**src/design/lbtc_pkg.sv**
```systemverilog
// ----------------------------------------------------------------------------
// lbtc_pkg
// shared types and constants for the laser blink / timeout controller
// ----------------------------------------------------------------------------
package lbtc_pkg;

    localparam int unsigned TIME_W         = 32;
    localparam int unsigned VALUE_W        = 32;
    localparam int unsigned LEVEL_W        = 8;
    localparam int unsigned DUTY_W         = 13;
    localparam int unsigned OP_W           = 2;
    localparam int unsigned PWM_FULL_SCALE = 8191;
    localparam int unsigned LEVEL_MAX      = 255;
    localparam int unsigned DUTY_STEP      = PWM_FULL_SCALE / LEVEL_MAX;

    typedef enum logic [OP_W-1:0] {
        OP_SET_LEVEL = 2'd0,
        OP_SET_BLINK = 2'd1,
        OP_TICK      = 2'd2,
        OP_NONE      = 2'd3
    } op_t;

    typedef struct packed {
        logic [OP_W-1:0]    opcode;
        logic [VALUE_W-1:0] value;
        logic [TIME_W-1:0]  now_ms;
    } cmd_t;

    typedef struct packed {
        logic [DUTY_W-1:0]  duty;
        logic               duty_written;
        logic               laser_on;
        logic [LEVEL_W-1:0] level_now;
    } result_t;

endpackage

```
**src/design/lbtc_in_stage.sv**
```systemverilog
// ----------------------------------------------------------------------------
// lbtc_in_stage
// input register holding one command until the core takes it
// ----------------------------------------------------------------------------
module lbtc_in_stage (
    input  logic           clk,
    input  logic           rst_n,
    input  logic           in_valid,
    output logic           in_ready,
    input  lbtc_pkg::cmd_t in_cmd,
    output logic           cmd_valid,
    input  logic           cmd_take,
    output lbtc_pkg::cmd_t cmd
);
    import lbtc_pkg::*;

    logic valid_reg;
    logic valid_next;
    cmd_t cmd_reg;

    // empty, or draining this cycle
    assign in_ready = !valid_reg || cmd_take;

    always_comb
    begin
        valid_next = valid_reg;
        if (in_ready)
        begin
            valid_next = in_valid;
        end
    end

    always_ff @(posedge clk or negedge rst_n)
    begin
        if (!rst_n)
        begin
            valid_reg <= 1'b0;
        end
        else
        begin
            valid_reg <= valid_next;
        end
    end

    always_ff @(posedge clk)
    begin
        if (in_ready && in_valid)
        begin
            cmd_reg <= in_cmd;
        end
    end

    assign cmd_valid = valid_reg;
    assign cmd       = cmd_reg;

endmodule

```
**src/design/lbtc_core.sv**
```systemverilog
// ----------------------------------------------------------------------------
// lbtc_core
// controller state and the one-pass update for each command
// ----------------------------------------------------------------------------
module lbtc_core (
    input  logic                             clk,
    input  logic                             rst_n,
    input  logic                             cfg_we,
    input  logic [lbtc_pkg::TIME_W-1:0]      cfg_data,
    input  logic                             fire,
    input  lbtc_pkg::cmd_t                   cmd,
    output lbtc_pkg::result_t                result
);
    import lbtc_pkg::*;

    logic [TIME_W-1:0]  max_on_reg;
    logic [LEVEL_W-1:0] level_reg,     level_next;
    logic [LEVEL_W-1:0] blink_lvl_reg, blink_lvl_next;
    logic [TIME_W-1:0]  off_dl_reg,    off_dl_next;
    logic [TIME_W-1:0]  blink_dl_reg,  blink_dl_next;
    logic [TIME_W-1:0]  period_reg,    period_next;
    logic               phase_reg,     phase_next;

    op_t                op;
    logic [LEVEL_W-1:0] sat_level;
    logic               wrote;
    logic [DUTY_W+LEVEL_W-1:0] duty_full;

    assign op        = op_t'(cmd.opcode);
    assign sat_level = (cmd.value > VALUE_W'(LEVEL_MAX)) ? LEVEL_W'(LEVEL_MAX)
                                                         : cmd.value[LEVEL_W-1:0];

    always_comb
    begin
        level_next     = level_reg;
        blink_lvl_next = blink_lvl_reg;
        off_dl_next    = off_dl_reg;
        blink_dl_next  = blink_dl_reg;
        period_next    = period_reg;
        phase_next     = phase_reg;
        wrote          = 1'b0;
        unique case (op)
            OP_SET_LEVEL:
            begin
                level_next = sat_level;
                wrote      = 1'b1;
                if (sat_level != '0)
                begin
                    blink_lvl_next = sat_level;
                    off_dl_next    = cmd.now_ms + max_on_reg;
                end
            end
            OP_SET_BLINK:
            begin
                phase_next = 1'b0;
                if (cmd.value == '0)
                begin
                    period_next    = '0;
                    blink_dl_next  = '0;
                    blink_lvl_next = '0;
                end
                else
                begin
                    period_next   = cmd.value;
                    blink_dl_next = cmd.now_ms + cmd.value;
                    if (level_reg != '0)
                    begin
                        blink_lvl_next = level_reg;
                    end
                end
            end
            OP_TICK:
            begin
                if (blink_dl_reg != '0 || off_dl_reg != '0)
                begin
                    // safety timeout wins over blinking
                    if (cmd.now_ms >= off_dl_reg)
                    begin
                        off_dl_next = '0;
                        level_next  = '0;
                        wrote       = 1'b1;
                    end
                    else if (blink_dl_reg != '0 && cmd.now_ms >= blink_dl_reg)
                    begin
                        phase_next    = !phase_reg;
                        level_next    = phase_reg ? blink_lvl_reg : '0;
                        wrote         = 1'b1;
                        blink_dl_next = cmd.now_ms + period_reg;
                    end
                end
            end
            default:
            begin
                wrote = 1'b0;
            end
        endcase
    end

    assign duty_full = (DUTY_W+LEVEL_W)'(DUTY_STEP) * (DUTY_W+LEVEL_W)'(level_next);

    always_comb
    begin
        result.duty         = duty_full[DUTY_W-1:0];
        result.duty_written = wrote;
        result.laser_on     = (level_next != '0)
                              || (blink_lvl_next != '0 && off_dl_next != '0);
        result.level_now    = level_next;
    end

    always_ff @(posedge clk or negedge rst_n)
    begin
        if (!rst_n)
        begin
            max_on_reg    <= '0;
            level_reg     <= '0;
            blink_lvl_reg <= '0;
            off_dl_reg    <= '0;
            blink_dl_reg  <= '0;
            period_reg    <= '0;
            phase_reg     <= 1'b0;
        end
        else
        begin
            if (cfg_we)
            begin
                max_on_reg <= cfg_data;
            end
            if (fire)
            begin
                level_reg     <= level_next;
                blink_lvl_reg <= blink_lvl_next;
                off_dl_reg    <= off_dl_next;
                blink_dl_reg  <= blink_dl_next;
                period_reg    <= period_next;
                phase_reg     <= phase_next;
            end
        end
    end

endmodule

```
**src/design/lbtc_out_stage.sv**
```systemverilog
// ----------------------------------------------------------------------------
// lbtc_out_stage
// result register toward the consumer
// ----------------------------------------------------------------------------
module lbtc_out_stage (
    input  logic              clk,
    input  logic              rst_n,
    input  logic              res_valid,
    output logic              res_ready,
    input  lbtc_pkg::result_t res,
    output logic              out_valid,
    input  logic              out_ready,
    output lbtc_pkg::result_t out_res
);
    import lbtc_pkg::*;

    logic    valid_reg;
    logic    valid_next;
    result_t res_reg;

    assign res_ready = !valid_reg || out_ready;

    always_comb
    begin
        valid_next = valid_reg;
        if (res_ready)
        begin
            valid_next = res_valid;
        end
    end

    always_ff @(posedge clk or negedge rst_n)
    begin
        if (!rst_n)
        begin
            valid_reg <= 1'b0;
        end
        else
        begin
            valid_reg <= valid_next;
        end
    end

    always_ff @(posedge clk)
    begin
        if (res_ready && res_valid)
        begin
            res_reg <= res;
        end
    end

    assign out_valid = valid_reg;
    assign out_res   = res_reg;

endmodule

```
**src/design/laser_blink_timeout_controller.sv**
```systemverilog
// ----------------------------------------------------------------------------
// laser_blink_timeout_controller
// laser intensity, blink and safety off timeout controller
// ----------------------------------------------------------------------------
//  channel  | handshake            | payload
//  ---------+----------------------+--------------------------------------
//  input    | in_valid / in_ready  | opcode, value, now_ms
//  output   | out_valid / out_ready| duty, duty_written, laser_on, level_now
//  config   | cfg_we               | cfg_data (max on time in ms)
//
//  one item per cycle sustained while out_ready stays high; a command
//  passes the input register, then the state update into the result
//  register, before its result is offered as out_valid
//  state is updated when a command leaves the input register, so the
//  following command already sees it
//  reset clears all state and the max on time to zero, no clearing pass
//  a stalled output holds the result register; the input register keeps
//  taking a transfer whenever it drains in the same cycle
// ----------------------------------------------------------------------------
module laser_blink_timeout_controller (
    input  logic                               clk,
    input  logic                               rst_n,
    // configuration
    input  logic                               cfg_we,
    input  logic [lbtc_pkg::TIME_W-1:0]        cfg_data,
    // command input
    input  logic                               in_valid,
    output logic                               in_ready,
    input  logic [lbtc_pkg::OP_W-1:0]          opcode,
    input  logic [lbtc_pkg::VALUE_W-1:0]       value,
    input  logic [lbtc_pkg::TIME_W-1:0]        now_ms,
    // result output
    output logic                               out_valid,
    input  logic                               out_ready,
    output logic [lbtc_pkg::DUTY_W-1:0]        duty,
    output logic                               duty_written,
    output logic                               laser_on,
    output logic [lbtc_pkg::LEVEL_W-1:0]       level_now
);
    import lbtc_pkg::*;

    cmd_t    in_cmd;
    cmd_t    cmd;
    logic    cmd_valid;
    logic    res_ready;
    logic    fire;
    result_t res;
    result_t out_res;

    assign in_cmd.opcode = opcode;
    assign in_cmd.value  = value;
    assign in_cmd.now_ms = now_ms;

    // a command is executed when the result register can take its result
    assign fire = cmd_valid && res_ready;

    lbtc_in_stage u_in_stage (
        .clk       (clk),
        .rst_n     (rst_n),
        .in_valid  (in_valid),
        .in_ready  (in_ready),
        .in_cmd    (in_cmd),
        .cmd_valid (cmd_valid),
        .cmd_take  (fire),
        .cmd       (cmd)
    );

    lbtc_core u_core (
        .clk      (clk),
        .rst_n    (rst_n),
        .cfg_we   (cfg_we),
        .cfg_data (cfg_data),
        .fire     (fire),
        .cmd      (cmd),
        .result   (res)
    );

    lbtc_out_stage u_out_stage (
        .clk       (clk),
        .rst_n     (rst_n),
        .res_valid (cmd_valid),
        .res_ready (res_ready),
        .res       (res),
        .out_valid (out_valid),
        .out_ready (out_ready),
        .out_res   (out_res)
    );

    // result fields to ports
    assign duty         = out_res.duty;
    assign duty_written = out_res.duty_written;
    assign laser_on     = out_res.laser_on;
    assign level_now    = out_res.level_now;

endmodule
```
**config.mk**
```make
export PLATFORM = sky130hd
export DESIGN_NAME = laser_blink_timeout_controller
export DESIGN_NICKNAME = d
export VERILOG_FILES = /design/src/design/lbtc_pkg.sv /design/src/design/lbtc_in_stage.sv /design/src/design/lbtc_core.sv /design/src/design/lbtc_out_stage.sv /design/src/design/laser_blink_timeout_controller.sv
export SDC_FILE = /design/constraint.sdc
export NUM_CORES = 1
export LEC_CHECK = 0
export ABC_AREA = 1
export BUFFER_PORTS_ARGS = -buffer_cell sky130_fd_sc_hd__buf_2
export CAP_MARGIN = 10
export CORE_UTILIZATION = 40
export CTS_CLUSTER_SIZE = 40
export DETAILED_ROUTE_END_ITERATION = 6
export PLACE_DENSITY_LB_ADDON = 0.2
export RECOVER_POWER = 50
export SLEW_MARGIN = 40
export SYNTH_ARGS = -nofsm -noshare
export SYNTH_HDL_FRONTEND = slang
export SYNTH_SLANG_ARGS = --single-unit
```
**constraint.sdc**
```tcl
create_clock -name clk -period 3.53 [get_ports clk]
set_input_delay 0.5295 -clock clk [delete_from_list [all_inputs] [get_ports clk]]
set_output_delay 0.5295 -clock clk [all_outputs]
set_load 0.02 [all_outputs]
```
==> flow_summary.toml, run 1 <==
[worst_setup_path]
slowest_delay_ns = 0.44
cpMostUsedCell = "nand2_1"
critPathArrivalTime_ns = 3.61
cp_top_family = "simple AND/OR/NAND/NOR gates"
critPathBufInv = 4
cp.required_ns = 3.86
worst_setup_path_start_kind = "flop"
cp-end-kind = "flop"
reg2regPathDepth = 19
cp.depth = 19
crit_chain = "inv_1, nand4_1, nor2_1, nand2_1, nor2_4, buf_12, inv_2, buf_6, o21ai_0, nand2_1, o21ai_0, nor2_1, nand2_1, nor2_1, nand2_1, nor2_1, nand3_1, nand2_1, nand2_1"
worst-setup-path-type = "reg2reg"
crit_slowest_cell = "edfxtp_1"
cp_max_fo = 40

[route]
drt-initial-drc-count = 1349
wl_um = 57600
drc = 0
num_vias = 16200
vias_per_cell = 5.38
ant_nets = 0
route.detailed.wl_per_inst_um = 19.1
dr.pass1.iters = 5

[sta]
setup_viol = 0
max_slew_margin = -0.394
finalHoldViolCount = 0
fmax_ghz = 0.305
fin_crit_sh = 0.930
rsz0062_at_grt = "false"
slew_viol_final = 167
tns_ns = 0
fin_skew_ns = 0.0222
min_period_ns = 3.28
tightest_slew_ns = 2.09

[clock_tree]
clkTransAtPathRegs_ns = 0.06
cts_tree = "built"
insertion_delay_ns = 0.59
clkSinkCount = 223
ctsRootBufferMaster = "clkbuf_16"
htreeDepth = 1
clock_path_buffers = 3
cts_made_buffers = 29

[finish]
fin_nets = 2712
drive_above_1_share = 0.110
area_growth_pct = 12.9
fin_area_um2 = 19400
stdcell_count = 3011
largest_register_ffs = 66
n_antenna_cell = 0

[placement]
dp_hpwl_um = 46200
dp.cells = 2955
portBuffers = 122
gp_congestion = 0.945
placed_area_um2 = 18300

[power]
power_leakage_uw = 0.00944
power.density_nw_per_um2 = 634
ir_drop_uv = 452

[synthesis]
synth_enable_flop_cells = 76
synth_ff_type = "dfrtp_1"
ys_ff_latch = 223
syn_avg_cell_area_um2 = 7.36
syn_inst = 2329
ys_warn_count = 0
yosysUniqueCellTypes = 60
ys_async_sr_fraction = 0.659
ys_seq_area_frac = 0.348
syn_area_um2 = 17100

[floorplan]
initial_utilization = 0.407
die_h_um = 209
ios = 128
core_um2 = 42100
fp.dieW_um = 209
row_count = 75
die_area_um2 = 43700

[grt]
grt_usage = 0.266
grt_pass1_vias = 16200
gr-total-overflow = 0
grt_max_degree = 65
grt_first_pass_wirelength_um = 90200
antenna_found_initial = 1

[run_status]
status = "complete, but fails checks"
violations = "capacitance limit, slew limit"

[worst_hold_path]
hold_path.class = "in2reg"
min_path_cells = 1

[job]
drv_cap = 4
[kinds of logic after synthesis]
family / synth area share
other cells: 0.000219
buf+inv: 0.0863
flops: 0.348
compound gates: 0.153
simple gates: 0.257
mux: 0.0210
fa+ha+maj: 0.118
xor+xnor: 0.0169
[cells in the mapped netlist (4+ instances only)]
library cell,number,area (um^2)
nand2_1,598,2240
inv_1,283,1060
a21oi_1,193,966
nor2_1,182,683
o21ai_0,180,901
ha_1,157,1960
dfrtp_1,147,3680
nand3_1,138,691
edfxtp_1,76,2280
nand4_1,46,288
mux2_2,32,360
clkbuf_1,27,101
nor3_1,23,115
o21ai_1,21,105
xor2_1,19,166
buf_4,17,128
buf_2,15,75.1
xnor2_1,14,123
a31oi_1,13,81.3
o21a_1,12,90.1
a21o_1,10,75.1
o21bai_1,10,75.1
buf_1,9,33.8
inv_2,8,30.0
nand2_2,8,50.1
nand3_2,8,80.1
o22ai_1,7,43.8
a21boi_0,6,45.0
o211ai_1,6,45.0
nor4_1,5,31.3
or2_2,5,31.3
a22oi_1,4,30.0
buf_6,4,45.0
o31ai_1,4,30.0
[through the flow]
step / hold WS, ns / util / setup slack [ns] / total power (uW)
after floorplan: 0.234 / - / 0.934 / 7490
after global placement: 0.465 / 0.435 / 0.252 / 8990
after detailed placement: 0.466 / 0.435 / 0.252 / 9070
after CTS: 0.0823 / 0.460 / 0.230 / 12300
after global routing: 0.0872 / 0.459 / 0.0499 / 13200
final: 0.108 / 0.459 / 0.248 / 12300
[final timing paths]
path                                              start                       to  slack (ns)
worst max register to register       u_in_stage.cmd[32]   u_out_stage.out_res[8]        0.25
worst max-delay path                 u_in_stage.cmd[32]   u_out_stage.out_res[8]        0.25
max in group asynchronous                         rst_n    u_core.max_on_reg[29]        0.84
min in group asynchronous                         rst_n     u_core.period_reg[0]        0.90
worst min-delay path                          value[15]       u_in_stage.cmd[47]        0.11
worst min register to register  u_core.blink_dl_reg[28]  u_core.blink_dl_reg[28]        0.48
[cell type report]
cell class,count,area (um^2)
fill,4276,22800
multi-input combinational,1746,9730
sequential,223,5960
inverter,292,1100
timing repair buffer,157,867
clock buffer,32,747
tap,539,674
clock inverter,22,283
[power by group]
part	switching (uW)	total, uW	internal, uW
registers	536	3880	3350
logic	3400	5210	1810
clock network	1270	3180	1910
total	5200	12300	7070
[layer usage]
| metal | share of wire | vias to the layer above | track usage |
|---|---|---|---|
| met5 | 0 | - | 0 |
| met4 | 0.032 | 0 | 0.0832 |
| met3 | 0.049 | 90 | 0.0319 |
| met2 | 0.48 | 456 | 0.458 |
| met1 | 0.44 | 7636 | 0.348 |
| li1 | - | 8032 | - |
[what timing repair did]
| action | CTS | global route |
|---|---|---|
| hold endpoints to repair | 57 | 0 |
| buffers inserted | 0 | 1 |
| hold buffers | 1 | 0 |
| gates resized for setup | 0 | 1 |
| endpoints found under the setup margin | 0 | 1 |
[cells in the final DEF, fill, tap and decap left out, drive strengths merged, types with 3 or more instances in the layout]
| master | instances |
|---|---|
| a21boi | 7 |
| a21o | 10 |
| a21oi | 196 |
| a22oi | 4 |
| a31oi | 13 |
| buf | 140 |
| bufinv | 5 |
| clkbuf | 48 |
| clkinv | 10 |
| clkinvlp | 4 |
| conb | 5 |
| dfrtp | 147 |
| edfxtp | 76 |
| fa | 3 |
| ha | 157 |
| inv | 295 |
| mux2 | 32 |
| nand2 | 608 |
| nand3 | 147 |
| nand3b | 3 |
| nand4 | 46 |
| nor2 | 186 |
| nor3 | 25 |
| nor4 | 6 |
| o211ai | 6 |
| o21a | 12 |
| o21ai | 202 |
| o21bai | 11 |
| o221ai | 3 |
| o22ai | 7 |
| o31ai | 4 |
| or2 | 9 |
| xnor2 | 14 |
| xor2 | 19 |
No activity file was read; power rests on OpenSTA's default activity.
==> run 2: changes to the inputs <==
- ABC_AREA: 1 -> default
- CTS_CLUSTER_DIAMETER: default -> 60
==> flow_summary.toml, run 2 <==
[finish]
fin_area_um2 = 19900
n_antenna_cell = 0
multiInputGateArea_um2 = 9220
drive_above_1_share = 0.296
layout_commonest_cell = "buf_4"
largest_register_ffs = 66
fin_nets = 2213
final_cell_mix = "256 x buf_4, 151 x ha_1, 147 x dfrtp_1"
area_growth_pct = 29.8
ff_latch_area_um2 = 5960
fillers = 3514

[clock_tree]
insertion_delay_ns = 0.60
htreeDepth = 1
clkSinkCount = 223
cts_made_buffers = 30
ctsRootBufferMaster = "clkbuf_16"
clkTransAtPathRegs_ns = 0.06
clock_path_buffers = 3
cts_tree = "built"

[route]
ant_nets = 0
num_vias = 13800
wl_um = 50800
drt-initial-drc-count = 819
vias_per_cell = 5.57
drc = 0
dr.pass1.iters = 6
route.detailed.wl_per_inst_um = 20.5

[power]
power.density_nw_per_um2 = 611
p_total_uw = 12200
power_leakage_uw = 0.00893
ir_drop_uv = 420

[floorplan]
core_um2 = 37700
die_area_um2 = 39100
row_count = 71
die_h_um = 198
ios = 128
fp.dieW_um = 198
initial_utilization = 0.407

[sta]
tightest_slew_ns = 2.16
slew_viol_final = 33
tns_ns = -0.193
setup_ws_ns = -0.188
fin_crit_sh = 1.05
setup_viol = 2
max_slew_margin = -0.439
min_period_ns = 3.72
whs_ns = 0.112
fmax_ghz = 0.269
rsz0062_at_grt = "true"
finalHoldViolCount = 0
fin_skew_ns = 0.0354

[synthesis]
synth.most_common_cell = "ha_1"
synthTopCellsByArea = "dfrtp_1 24%, edfxtp_1 15%, ha_1 13%"
syn_inst = 1581
yosysUniqueCellTypes = 85
yosysTopAreaCell = "dfrtp_1"
ys_seq_area_frac = 0.389
syn_area_um2 = 15300
ys_ff_latch = 223
ys_async_sr_fraction = 0.659
ys_warn_count = 0
synth_ff_type = "dfrtp_1"
syn_avg_cell_area_um2 = 9.69
synth_common_cells = "157 x ha_1, 147 x dfrtp_1, 141 x nand2_1, 113 x a21oi_1, 102 x o21ai_0"
synth_enable_flop_cells = 76
synthDominantCellAreaShare = 0.240

[run_status]
violations = "capacitance limit, slew limit, setup timing"
status = "complete, but fails checks"

[placement]
gp_congestion = 0.944
placed_area_um2 = 18300
dp_hpwl_um = 39700
portBuffers = 122
post-place-ws_ns = -0.529

[job]
drv_cap = 1

[grt]
grt_usage = 0.262
grt_first_pass_wirelength_um = 78400
gr-total-overflow = 0
grt_pass1_vias = 13800
antenna_found_initial = 0
grt_max_degree = 90

[worst_setup_path]
critPathArrivalTime_ns = 4.05
worst-setup-path-type = "reg2reg"
cp_max_fo = 4
cp.required_ns = 3.86
worst_setup_path_start_kind = "flop"
cp-end-kind = "flop"

[worst_hold_path]
hold_path.class = "in2reg"
[run 2: path summary, 6_finish.rpt]
| kind | startpoint | end | slack (ns) | cells after the start |
|---|---|---|---|---|
| worst min register to register | u_core.period_reg[13] | u_core.period_reg[13] | 0.51 | 1 |
| min in group asynchronous | rst_n | u_core.period_reg[1] | 0.82 | 2 |
| worst max register to register | u_in_stage.cmd[5] | u_out_stage.out_res[8] | -0.19 | 14 |
| worst max-delay path | u_in_stage.cmd[5] | u_out_stage.out_res[8] | -0.19 | 14 |
| worst min-delay path | value[7] | u_in_stage.cmd[39] | 0.11 | 1 |
| max in group asynchronous | rst_n | u_core.period_reg[18] | 0.52 | 4 |
[run 2: cell type report]
class	count	area share
clock inverters	22	0.0113
repair buffers	395	0.137
flip-flops and latches	223	0.300
well taps	511	0.0322
clock buffers	34	0.0390
multi-input cells	1212	0.464
inverters	88	0.0166
[run 2: through the flow]
| step | util | std cells |
|---|---|---|
| floorplan | - | 1585 |
| global placement | 0.486 | 2417 |
| detailed placement | 0.486 | 2417 |
| CTS | 0.519 | 2478 |
| global route | 0.528 | 2485 |
| finish | 0.528 | 2485 |
[run 2: report_power, final]
group,switching (uW),internal [uW],leakage [uW],total (uW)
clock network,1360,1720,0.000498,3080
registers,461,3280,0.00249,3740
logic,2800,2530,0.00595,5330
total,4620,7530,0.00893,12200
[run 2: critical path, cell delays in order (launching register included)]
cell and delay [ns]:
edfxtp_1 0.39, ha_1 0.34, a211oi_2 0.31, o22ai_1 0.13, nor3_1 0.22, a2111oi_2 0.11
buf_4 0.17, o31ai_4 0.31, buf_4 0.20, mux2i_1 0.18, o31ai_1 0.12, a2111oi_2 0.31
nand4_1 0.21, nor4_2 0.34, a31oi_1 0.11
[run 2: cells by family (layout without fill, tap and decap cells)]
family,after synthesis,after routing,synth area share
compound gates,476,476,0.206
xor+xnor,73,73,0.0417
fa+ha+maj,160,160,0.132
buf+inv,150,539,0.0404
flops,223,223,0.389
mux,71,71,0.0518
other cells,1,5,0.000245
simple gates,427,427,0.138
[run 2: what timing repair did]
action / in CTS / in global routing
hold buffers: 1 / 0
endpoints found under the setup margin: 32 / 47
cloned: 0 / 1
setup buffers: 4 / 7
gates resized for setup: 39 / 62
pin swaps: 16 / 22
hold endpoints to repair: 28 / 0
[run 2: metal layers]
metal  wire length [um]  part of all wire  vias up  GRT usage
met5                  0                 0        -          0
met4               1160             0.023        0     0.0643
met3               2450             0.048       73     0.0285
met2              24500              0.48      384      0.450
met1              22700              0.45     6731      0.350
li1                   -                 -     6660          -
